## config.mk

```make
export PLATFORM = sky130hd
export DESIGN_NAME = glyph_glow_blur_3x3
export DESIGN_NICKNAME = d
export VERILOG_FILES = /design/src/sv/ggb_pkg.sv /design/src/sv/ggb_ctrl.sv /design/src/sv/ggb_datapath.sv /design/src/sv/glyph_glow_blur_3x3.sv
export SDC_FILE = /design/constraint.sdc
export NUM_CORES = 2
export LEC_CHECK = 0
export BUFFER_PORTS_ARGS = -buffer_cell sky130_fd_sc_hd__buf_2
export CAP_MARGIN = 5
export CELL_PAD_IN_SITES_DETAIL_PLACEMENT = 0
export CELL_PAD_IN_SITES_GLOBAL_PLACEMENT = 1
export CORE_MARGIN = 1
export CORE_UTILIZATION = 30
export CTS_CLUSTER_DIAMETER = 60
export DETAILED_ROUTE_END_ITERATION = 12
export HOLD_SLACK_MARGIN = 0.02
export PLACE_DENSITY_LB_ADDON = 0.1
export SLEW_MARGIN = 25
export SYNTH_ARGS = -nofsm -noshare
export SYNTH_HDL_FRONTEND = slang
export SYNTH_SLANG_ARGS = --single-unit
```

## constraint.sdc

```tcl
create_clock -name clk -period 19.1 [get_ports clk]
set_input_delay 3.82 -clock clk [delete_from_list [all_inputs] [get_ports clk]]
set_output_delay 3.82 -clock clk [all_outputs]
set_load 0.01 [all_outputs]
```

## src/sv/ggb_pkg.sv

```systemverilog
package ggb_pkg;

    localparam int MAX_WIDTH  = 32;
    localparam int MAX_HEIGHT = 64;

    localparam int PIX_W  = 8;
    localparam int COL_W  = 5;
    localparam int ROW_W  = 6;
    localparam int TW_W   = 6;
    localparam int TH_W   = 7;
    localparam int SUM_W  = 18;
    localparam int ACC_W  = 27;
    localparam int X_W    = 32;
    localparam int Y_W    = 13;
    localparam int QUOT_W = 27;

    localparam int CFG_INDEX_W = 1;
    localparam int CFG_DATA_W  = 7;

    localparam logic [CFG_INDEX_W-1:0] CFG_TILE_WIDTH  = 1'b0;
    localparam logic [CFG_INDEX_W-1:0] CFG_TILE_HEIGHT = 1'b1;

    localparam logic [TW_W-1:0] TILE_WIDTH_RESET  = 6'd8;
    localparam logic [TH_W-1:0] TILE_HEIGHT_RESET = 7'd16;

    // Gaussian weights in Q8: the centre weight 256 is a shift.
    localparam logic [PIX_W-1:0] W_SIDE = 8'd155;

    // Alpha scaling: round(V * 51 / (40 * 2^16)), done as (V*51 + half) >> 19, then / 5.
    localparam int ALPHA_MUL    = 51;
    localparam int ALPHA_HALF   = 1310720;
    localparam int ALPHA_SHIFT  = 19;
    localparam int ALPHA_SAT_IN = 1280;
    localparam int DIV5_MUL     = 52429;
    localparam int DIV5_SHIFT   = 18;

    typedef enum logic [2:0] {
        ST_IDLE,
        ST_WR_PREV,
        ST_WR_END,
        ST_READ,
        ST_SUM,
        ST_SCALE,
        ST_LOAD
    } ggb_state_t;

    typedef struct packed {
        logic capture;
        logic wr_prev;
        logic wr_end;
        logic start_run0;
        logic start_run1;
        logic step;
        logic rd;
        logic sum;
        logic scale;
        logic load;
        logic last;
        logic done;
    } ggb_cmd_t;

    typedef struct packed {
        logic has_prev;
        logic row_end;
        logic tile_end;
        logic row_above;
        logic run_end;
        logic out_free;
    } ggb_status_t;

endpackage

```

## src/sv/ggb_ctrl.sv

```systemverilog
module ggb_ctrl (
    input  logic                clk,
    input  logic                rst_n,
    input  logic                pixel_valid,
    output logic                pixel_ready,
    input  ggb_pkg::ggb_status_t st,
    output ggb_pkg::ggb_cmd_t    cmd
);
    import ggb_pkg::*;

    ggb_state_t state_reg;
    ggb_state_t state_next;
    logic       run1_reg;
    logic       run1_next;

    always_ff @(posedge clk or negedge rst_n)
    begin
        if (!rst_n)
        begin
            state_reg <= ST_IDLE;
            run1_reg  <= 1'b0;
        end
        else
        begin
            state_reg <= state_next;
            run1_reg  <= run1_next;
        end
    end

    always_comb
    begin
        state_next  = state_reg;
        run1_next   = run1_reg;
        cmd         = '0;
        pixel_ready = 1'b0;
        case (state_reg)
            ST_IDLE:
            begin
                pixel_ready = 1'b1;
                if (pixel_valid)
                begin
                    cmd.capture = 1'b1;
                    state_next  = ST_WR_PREV;
                end
            end
            ST_WR_PREV:
            begin
                cmd.wr_prev = st.has_prev;
                state_next  = ST_WR_END;
            end
            ST_WR_END:
            begin
                cmd.wr_end = st.row_end;
                // The row above is released first, then the last row at tile end.
                if (st.row_above && (st.has_prev || st.row_end))
                begin
                    cmd.start_run0 = 1'b1;
                    run1_next      = 1'b0;
                    state_next     = ST_READ;
                end
                else if (st.tile_end)
                begin
                    cmd.start_run1 = 1'b1;
                    run1_next      = 1'b1;
                    state_next     = ST_READ;
                end
                else
                begin
                    state_next = ST_IDLE;
                end
            end
            ST_READ:
            begin
                cmd.rd     = 1'b1;
                state_next = ST_SUM;
            end
            ST_SUM:
            begin
                cmd.sum    = 1'b1;
                state_next = ST_SCALE;
            end
            ST_SCALE:
            begin
                cmd.scale  = 1'b1;
                state_next = ST_LOAD;
            end
            ST_LOAD:
            begin
                if (st.out_free)
                begin
                    cmd.load = 1'b1;
                    if (st.run_end && !run1_reg && st.tile_end)
                    begin
                        cmd.start_run1 = 1'b1;
                        run1_next      = 1'b1;
                        state_next     = ST_READ;
                    end
                    else if (st.run_end)
                    begin
                        cmd.last   = 1'b1;
                        cmd.done   = run1_reg;
                        state_next = ST_IDLE;
                    end
                    else
                    begin
                        cmd.step   = 1'b1;
                        state_next = ST_READ;
                    end
                end
            end
            default:
            begin
                state_next = ST_IDLE;
            end
        endcase
    end

endmodule

```

## src/sv/ggb_datapath.sv

```systemverilog
module ggb_datapath (
    input  logic                                clk,
    input  logic                                rst_n,
    input  logic                                cfg_write,
    input  logic [ggb_pkg::CFG_INDEX_W-1:0]     cfg_index,
    input  logic [ggb_pkg::CFG_DATA_W-1:0]      cfg_data,
    input  logic [ggb_pkg::PIX_W-1:0]           pixel,
    input  logic                                result_ready,
    output logic                                result_valid,
    output logic [ggb_pkg::PIX_W-1:0]           luminance,
    output logic [ggb_pkg::PIX_W-1:0]           alpha,
    output logic [ggb_pkg::COL_W-1:0]           out_col,
    output logic [ggb_pkg::ROW_W-1:0]           out_row,
    output logic                                last_of_run,
    output logic                                tile_done,
    input  ggb_pkg::ggb_cmd_t                   cmd,
    output ggb_pkg::ggb_status_t                st
);
    import ggb_pkg::*;

    function automatic logic [1:0] mod3(input logic [ROW_W-1:0] v);
        logic [3:0] s;
        // 4 is 1 mod 3, so the base-4 digits sum to the same residue.
        s = 4'(v[1:0]) + 4'(v[3:2]) + 4'(v[5:4]);
        if (s >= 4'd9)
        begin
            s = s - 4'd9;
        end
        if (s >= 4'd6)
        begin
            s = s - 4'd6;
        end
        if (s >= 4'd3)
        begin
            s = s - 4'd3;
        end
        return s[1:0];
    endfunction

    function automatic logic [SUM_W-1:0] hsum(
        input logic [PIX_W-1:0] centre,
        input logic [PIX_W-1:0] left,
        input logic             left_en,
        input logic [PIX_W-1:0] right,
        input logic             right_en
    );
        logic [SUM_W-1:0] s;
        s = {2'b00, centre, 8'h00};
        if (left_en)
        begin
            s = s + SUM_W'(left) * SUM_W'(W_SIDE);
        end
        if (right_en)
        begin
            s = s + SUM_W'(right) * SUM_W'(W_SIDE);
        end
        return s;
    endfunction

    function automatic logic [SUM_W-1:0] pick(
        input logic [1:0]       sel,
        input logic [SUM_W-1:0] a,
        input logic [SUM_W-1:0] b,
        input logic [SUM_W-1:0] c
    );
        logic [SUM_W-1:0] r;
        case (sel)
            2'd0:    r = a;
            2'd1:    r = b;
            default: r = c;
        endcase
        return r;
    endfunction

    // Configuration.
    logic [TW_W-1:0] tile_width_reg;
    logic [TH_W-1:0] tile_height_reg;
    logic [COL_W-1:0] w_last;
    logic [ROW_W-1:0] h_last;

    always_ff @(posedge clk or negedge rst_n)
    begin
        if (!rst_n)
        begin
            tile_width_reg  <= TILE_WIDTH_RESET;
            tile_height_reg <= TILE_HEIGHT_RESET;
        end
        else if (cfg_write)
        begin
            case (cfg_index)
                CFG_TILE_WIDTH:  tile_width_reg  <= cfg_data[TW_W-1:0];
                CFG_TILE_HEIGHT: tile_height_reg <= cfg_data[TH_W-1:0];
                default:         ;
            endcase
        end
    end

    always_comb
    begin
        if (tile_width_reg == '0)
        begin
            w_last = '0;
        end
        else if (tile_width_reg > TW_W'(MAX_WIDTH))
        begin
            w_last = COL_W'(MAX_WIDTH - 1);
        end
        else
        begin
            w_last = COL_W'(tile_width_reg - 1'b1);
        end
        if (tile_height_reg == '0)
        begin
            h_last = '0;
        end
        else if (tile_height_reg > TH_W'(MAX_HEIGHT))
        begin
            h_last = ROW_W'(MAX_HEIGHT - 1);
        end
        else
        begin
            h_last = ROW_W'(tile_height_reg - 1'b1);
        end
    end

    // Raster position and the two previous pixels of the row.
    logic [COL_W-1:0] col_count_reg;
    logic [ROW_W-1:0] row_count_reg;
    logic [PIX_W-1:0] rp0_reg;
    logic [PIX_W-1:0] rp1_reg;
    logic [COL_W-1:0] c_cur;
    logic [ROW_W-1:0] r_cur;
    logic             row_end_cur;
    logic             tile_end_cur;

    // A position beyond a shrunk tile is clamped to the last column or row.
    assign c_cur        = (col_count_reg > w_last) ? w_last : col_count_reg;
    assign r_cur        = (row_count_reg > h_last) ? h_last : row_count_reg;
    assign row_end_cur  = (c_cur == w_last);
    assign tile_end_cur = row_end_cur && (r_cur == h_last);

    always_ff @(posedge clk or negedge rst_n)
    begin
        if (!rst_n)
        begin
            col_count_reg <= '0;
            row_count_reg <= '0;
            rp0_reg       <= '0;
            rp1_reg       <= '0;
        end
        else if (cmd.capture)
        begin
            if (tile_end_cur)
            begin
                col_count_reg <= '0;
                row_count_reg <= '0;
            end
            else if (row_end_cur)
            begin
                col_count_reg <= '0;
                row_count_reg <= r_cur + 1'b1;
            end
            else
            begin
                col_count_reg <= c_cur + 1'b1;
                row_count_reg <= r_cur;
            end
            if (row_end_cur)
            begin
                rp0_reg <= '0;
                rp1_reg <= '0;
            end
            else
            begin
                rp1_reg <= rp0_reg;
                rp0_reg <= pixel;
            end
        end
    end

    // Snapshot of the accepted pixel and its neighborhood.
    logic [PIX_W-1:0] p_reg;
    logic [PIX_W-1:0] prev0_reg;
    logic [PIX_W-1:0] prev1_reg;
    logic [COL_W-1:0] c_reg;
    logic [ROW_W-1:0] r_reg;
    logic             row_end_reg;
    logic             tile_end_reg;

    always_ff @(posedge clk or negedge rst_n)
    begin
        if (!rst_n)
        begin
            row_end_reg  <= 1'b0;
            tile_end_reg <= 1'b0;
        end
        else if (cmd.capture)
        begin
            row_end_reg  <= row_end_cur;
            tile_end_reg <= tile_end_cur;
        end
    end

    always_ff @(posedge clk)
    begin
        if (cmd.capture)
        begin
            p_reg     <= pixel;
            prev0_reg <= rp0_reg;
            prev1_reg <= rp1_reg;
            c_reg     <= c_cur;
            r_reg     <= r_cur;
        end
    end

    // Row stores: three banks of horizontal sums by row mod 3, raw bytes by row parity.
    logic [SUM_W-1:0] bank0_mem [MAX_WIDTH];
    logic [SUM_W-1:0] bank1_mem [MAX_WIDTH];
    logic [SUM_W-1:0] bank2_mem [MAX_WIDTH];
    logic [PIX_W-1:0] raw_mem   [2*MAX_WIDTH];

    logic [COL_W-1:0] wr_col;
    logic [SUM_W-1:0] wr_sum;
    logic [1:0]       wr_slot;
    logic             wr_en;

    assign wr_en   = cmd.wr_prev || cmd.wr_end;
    assign wr_col  = cmd.wr_prev ? (c_reg - 1'b1) : c_reg;
    assign wr_slot = mod3(r_reg);
    assign wr_sum  = cmd.wr_prev
                   ? hsum(prev0_reg, prev1_reg, (c_reg >= COL_W'(2)), p_reg, 1'b1)
                   : hsum(p_reg, prev0_reg, (c_reg != '0), '0, 1'b0);

    always_ff @(posedge clk)
    begin
        if (wr_en)
        begin
            case (wr_slot)
                2'd0:    bank0_mem[wr_col] <= wr_sum;
                2'd1:    bank1_mem[wr_col] <= wr_sum;
                2'd2:    bank2_mem[wr_col] <= wr_sum;
                default: ;
            endcase
        end
        if (cmd.capture)
        begin
            raw_mem[{r_cur[0], c_cur}] <= pixel;
        end
    end

    // Result sequencing.
    logic [COL_W-1:0] res_col_reg;
    logic [COL_W-1:0] res_hi_reg;
    logic [ROW_W-1:0] res_q_reg;
    logic             res_up_reg;
    logic             res_below_reg;

    always_ff @(posedge clk)
    begin
        if (cmd.start_run0)
        begin
            res_col_reg   <= (c_reg != '0) ? (c_reg - 1'b1) : c_reg;
            res_hi_reg    <= row_end_reg ? c_reg : (c_reg - 1'b1);
            res_q_reg     <= r_reg - 1'b1;
            res_up_reg    <= (r_reg > ROW_W'(1));
            res_below_reg <= 1'b1;
        end
        else if (cmd.start_run1)
        begin
            res_col_reg   <= '0;
            res_hi_reg    <= c_reg;
            res_q_reg     <= r_reg;
            res_up_reg    <= (r_reg != '0);
            res_below_reg <= 1'b0;
        end
        else if (cmd.step)
        begin
            res_col_reg <= res_col_reg + 1'b1;
        end
    end

    logic [SUM_W-1:0] b0_q_reg;
    logic [SUM_W-1:0] b1_q_reg;
    logic [SUM_W-1:0] b2_q_reg;
    logic [PIX_W-1:0] raw_q_reg;

    always_ff @(posedge clk)
    begin
        if (cmd.rd)
        begin
            b0_q_reg  <= bank0_mem[res_col_reg];
            b1_q_reg  <= bank1_mem[res_col_reg];
            b2_q_reg  <= bank2_mem[res_col_reg];
            raw_q_reg <= raw_mem[{res_q_reg[0], res_col_reg}];
        end
    end

    // Vertical pass and alpha scaling.
    logic [1:0]       q_slot;
    logic [1:0]       up_slot;
    logic [1:0]       dn_slot;
    logic [SUM_W-1:0] centre_sum;
    logic [SUM_W-1:0] up_sum;
    logic [SUM_W-1:0] dn_sum;
    logic [ACC_W-1:0] v_next;
    logic [ACC_W-1:0] v_reg;
    logic [X_W-1:0]   x_val;
    logic [Y_W-1:0]   y_reg;
    logic [QUOT_W-1:0] quot;
    logic [PIX_W-1:0] alpha_next;

    assign q_slot     = mod3(res_q_reg);
    assign up_slot    = (q_slot == 2'd0) ? 2'd2 : (q_slot - 2'd1);
    assign dn_slot    = (q_slot == 2'd2) ? 2'd0 : (q_slot + 2'd1);
    assign centre_sum = pick(q_slot, b0_q_reg, b1_q_reg, b2_q_reg);
    assign up_sum     = pick(up_slot, b0_q_reg, b1_q_reg, b2_q_reg);
    assign dn_sum     = pick(dn_slot, b0_q_reg, b1_q_reg, b2_q_reg);

    always_comb
    begin
        v_next = ACC_W'({centre_sum, 8'h00});
        if (res_up_reg)
        begin
            v_next = v_next + ACC_W'(up_sum) * ACC_W'(W_SIDE);
        end
        if (res_below_reg)
        begin
            v_next = v_next + ACC_W'(dn_sum) * ACC_W'(W_SIDE);
        end
    end

    assign x_val = X_W'(v_reg) * X_W'(ALPHA_MUL) + X_W'(ALPHA_HALF);
    assign quot  = QUOT_W'(y_reg[10:0]) * QUOT_W'(DIV5_MUL);

    always_comb
    begin
        if ((raw_q_reg != '0) || (y_reg >= Y_W'(ALPHA_SAT_IN)))
        begin
            alpha_next = 8'hFF;
        end
        else
        begin
            alpha_next = quot[DIV5_SHIFT +: PIX_W];
        end
    end

    always_ff @(posedge clk)
    begin
        if (cmd.sum)
        begin
            v_reg <= v_next;
        end
        if (cmd.scale)
        begin
            y_reg <= x_val[ALPHA_SHIFT +: Y_W];
        end
    end

    // Output register.
    logic             result_valid_reg;
    logic [PIX_W-1:0] lum_reg;
    logic [PIX_W-1:0] alpha_reg;
    logic [COL_W-1:0] out_col_reg;
    logic [ROW_W-1:0] out_row_reg;
    logic             last_reg;
    logic             done_reg;

    always_ff @(posedge clk or negedge rst_n)
    begin
        if (!rst_n)
        begin
            result_valid_reg <= 1'b0;
        end
        else if (cmd.load)
        begin
            result_valid_reg <= 1'b1;
        end
        else if (result_ready)
        begin
            result_valid_reg <= 1'b0;
        end
    end

    always_ff @(posedge clk)
    begin
        if (cmd.load)
        begin
            lum_reg     <= raw_q_reg;
            alpha_reg   <= alpha_next;
            out_col_reg <= res_col_reg;
            out_row_reg <= res_q_reg;
            last_reg    <= cmd.last;
            done_reg    <= cmd.done;
        end
    end

    assign result_valid = result_valid_reg;
    assign luminance    = lum_reg;
    assign alpha        = alpha_reg;
    assign out_col      = out_col_reg;
    assign out_row      = out_row_reg;
    assign last_of_run  = last_reg;
    assign tile_done    = done_reg;

    assign st.has_prev  = (c_reg != '0);
    assign st.row_end   = row_end_reg;
    assign st.tile_end  = tile_end_reg;
    assign st.row_above = (r_reg != '0);
    assign st.run_end   = (res_col_reg == res_hi_reg);
    assign st.out_free  = !result_valid_reg || result_ready;

endmodule

```

## src/sv/glyph_glow_blur_3x3.sv

```systemverilog
// Glow mask of one glyph tile: pixels enter in raster order, and each result carries the raw
// byte as luminance and an alpha that is 255 for a set pixel, else 0.005 of the 3x3 Gaussian
// blur scaled to a byte and saturated. Results lag by one row; the last pixel of the tile also
// releases the whole last row. A pixel is taken in ST_IDLE and its two horizontal sums are
// then written in ST_WR_PREV and ST_WR_END, through the single write port of the row-sum
// banks. Every released result is then read, summed vertically, scaled and loaded in
// ST_READ, ST_SUM, ST_SCALE and ST_LOAD by one shared arithmetic path; ST_LOAD waits while
// the result side holds a stalled result. The next pixel is taken while the last result of
// a run still waits in the output register. Row stores hold garbage until written and need
// no clearing pass after reset; tile_width and tile_height may be written between pixels.
module glyph_glow_blur_3x3 (
    input  logic                             clk,
    input  logic                             rst_n,
    input  logic                             cfg_write,
    input  logic [ggb_pkg::CFG_INDEX_W-1:0]  cfg_index,
    input  logic [ggb_pkg::CFG_DATA_W-1:0]   cfg_data,
    input  logic                             pixel_valid,
    output logic                             pixel_ready,
    input  logic [ggb_pkg::PIX_W-1:0]        pixel,
    output logic                             result_valid,
    input  logic                             result_ready,
    output logic [ggb_pkg::PIX_W-1:0]        luminance,
    output logic [ggb_pkg::PIX_W-1:0]        alpha,
    output logic [ggb_pkg::COL_W-1:0]        out_col,
    output logic [ggb_pkg::ROW_W-1:0]        out_row,
    output logic                             last_of_run,
    output logic                             tile_done
);
    import ggb_pkg::*;

    ggb_cmd_t    cmd;
    ggb_status_t st;

    ggb_ctrl u_ctrl (
        .clk         (clk),
        .rst_n       (rst_n),
        .pixel_valid (pixel_valid),
        .pixel_ready (pixel_ready),
        .st          (st),
        .cmd         (cmd)
    );

    ggb_datapath u_datapath (
        .clk          (clk),
        .rst_n        (rst_n),
        .cfg_write    (cfg_write),
        .cfg_index    (cfg_index),
        .cfg_data     (cfg_data),
        .pixel        (pixel),
        .result_ready (result_ready),
        .result_valid (result_valid),
        .luminance    (luminance),
        .alpha        (alpha),
        .out_col      (out_col),
        .out_row      (out_row),
        .last_of_run  (last_of_run),
        .tile_done    (tile_done),
        .cmd          (cmd),
        .st           (st)
    );

endmodule

```

==> impl_metrics.ini <==
[run_status]
status = finished clean

[setup_path]
critPathLaunchType = flip-flop
r2r_start = u_datapath.res_q_reg[0]
worst-path-max-fanout = 43
cp_common_cell = fa_1
cpPeakStageDelay_ps = 780
crit_family = adder cells
worst_setup_path_end_kind = flip-flop
crit_required_ps = 19730
r2r_cells = 50
r2r_slack_ps = 3740
worst_ep_arrival_time_ps = 15990
worstSetupPathType = flip-flop to flip-flop
slowest_stage = edfxtp_1
cp_num_buf_inv = 10
worstReg2RegEnd = u_datapath.v_reg[24]
crit_start = u_datapath.res_q_reg[0]

[global_routing]
antenna_found_initial = 20
grt_pass1_wl_um = 462000
grtUsageTotal_pct = 16.9
grt_max_degree = 129
grt_overflow = 0
grt_pass1_vias = 61400

[job]
max-cap-violations = 0

[synth]
syn_area_per_cell_um2 = 18.3
synth_seq_cells = 2471
synth_top_area_share_pct = 64.2
netlist_top_cells_area = edfxtp_1 (64%), mux4_2 (14%), ha_1 (5.3%)
synth.distinct_cells = 83
async_flop_share_pct = 1.90
mappedNetlistArea_um2 = 113000
synth_ff_type = edfxtp_1
yosysSeqAreaShare_pct = 65.2
synth_top_area_cell = edfxtp_1
synth_warnings = 0
synth-edff-count = 2423
syn_inst = 6204
syn_nets = 6985

[detailed_routing]
first_pass_iters = 7
initialDrtViolationCount = 4236
ant_nets = 0
wl_um = 322000
avgViaCountPerCell = 4.86
wl_per_cell_um = 27.3
drc_errors = 0
num_vias = 57200

[final_layout]
final_util_pct = 34.9
syn_to_final_growth_pct = 15.6
final_common_cell = edfxtp_1
drive_above_1_share_pct = 24.4
final_cell_mix = edfxtp_1 (2423), mux4_2 (708), inv_1 (547)
top_regs = u_datapath.bank0_mem: 576 flops, u_datapath.bank1_mem: 576 flops, u_datapath.bank2_mem: 576 flops
layout.nets = 7316

[clock_network]
cts_sinks = 2471
cts_buffers = 312
cts_root_buf = clkbuf_16
post_cts_buffers = 0
cts_buffer_depth = 4
clk_pin_slew_ps = 50
cts_tree = built
cts_resized = 0
worstSkewPairLatency_ps = 910
htreeDepth = 5
holdBufCountCts = 0

[die]
io_pins = 52
core_area_um2 = 376000
fp.dieW_um = 617
dieHeight_um = 617
dieArea_um2 = 380000
rows = 225
start_util_pct = 30.2

[placed_design]
portBuffers = 51
dpl.hpwl_um = 201000
globalplace.congestion = 0.751

[min_path]
hold_start = u_datapath.rp1_reg[2]
min_path_type = flip-flop to flip-flop
hold_end = u_datapath.prev1_reg[2]
whs_path_depth = 0

[timing]
setup_tns_ps = 0
whs_ps = 446
finalHoldViolCount = 0
drv_slew = 0
rsz0062_at_grt = no
fmax_mhz = 65.1
final.min_clock_period_ps = 15360
slew_headroom_pct = 27.4
period_share_pct = 80.4
clock_skew_ps = 64.0
worstMarginPinSlew_ps = 1090
setup_violations = 0
[cell type report]
type / instances / area [um2]
fill: 35500 / 245000
antenna: 14 / 35.0
clock buffer: 367 / 8220
inverter: 551 / 2070
clock inverter: 190 / 1580
sequential: 2471 / 74000
tap: 4994 / 6250
timing repair buffer: 255 / 1900
multi-input combinational: 2944 / 37000
[kinds of logic after synthesis]
logic type	synth area share, %
DFF	65.2
muxes	15.1
buffers and inverters	2.62
adders and majority gates	10.3
and+or+nand+nor	2.73
AOI/OAI and AO/OA	3.05
xor gates and xnor gates	0.997
[metrics by stage]
step	instances	instance area (um2)	setup WS, ps
after floorplan	6204	113000	5280
after global placement	11200	121000	3830
after detailed placement	11200	121000	3680
after CTS	11800	131000	3660
after global routing	11800	131000	2880
final	11800	131000	3740
[worst max-delay path by stage]
stage / cells past startpoint / end / slack (ps)
detailed placement: 50 / u_datapath.v_reg[24] / 3680
floorplan: 53 / u_datapath.v_reg[24] / 5280
CTS: 50 / u_datapath.v_reg[24] / 3660
global placement: 50 / u_datapath.v_reg[24] / 3830
finish: 50 / u_datapath.v_reg[24] / 3740
global route: 50 / u_datapath.v_reg[24] / 2880
[synth_stat cells, types with 10 or more instances]
| library cell | count |
|---|---|
| a211oi_1 | 14 |
| a21o_1 | 46 |
| a21oi_1 | 131 |
| a22oi_1 | 45 |
| a31oi_1 | 18 |
| and2_1 | 13 |
| and3_1 | 10 |
| buf_1 | 63 |
| buf_2 | 10 |
| clkbuf_1 | 165 |
| dfrtp_1 | 45 |
| edfxtp_1 | 2423 |
| fa_1 | 281 |
| ha_1 | 479 |
| inv_1 | 549 |
| mux2_2 | 87 |
| mux2i_1 | 20 |
| mux4_2 | 708 |
| nand2_1 | 233 |
| nand2b_1 | 13 |
| nand3_1 | 40 |
| nand4_1 | 11 |
| nor2_1 | 262 |
| nor2b_1 | 18 |
| nor3_1 | 36 |
| o211ai_1 | 11 |
| o21a_1 | 20 |
| o21ai_0 | 127 |
| o21ai_1 | 17 |
| o21bai_1 | 24 |
| or2_2 | 14 |
| or3_1 | 11 |
| xnor2_1 | 89 |
| xor2_1 | 40 |
[routing by layer]
metal	GRT usage, %	vias up	wire (um)
met5	0	-	0
met4	3.29	0	5880
met3	2.06	354	12700
met2	27.8	1076	154000
met1	24.0	30800	149000
li1	-	25000	-
Power is left out: the tool's default activity adds up to more than one toggle a clock period on the data nets, which glitch-free logic cannot reach.
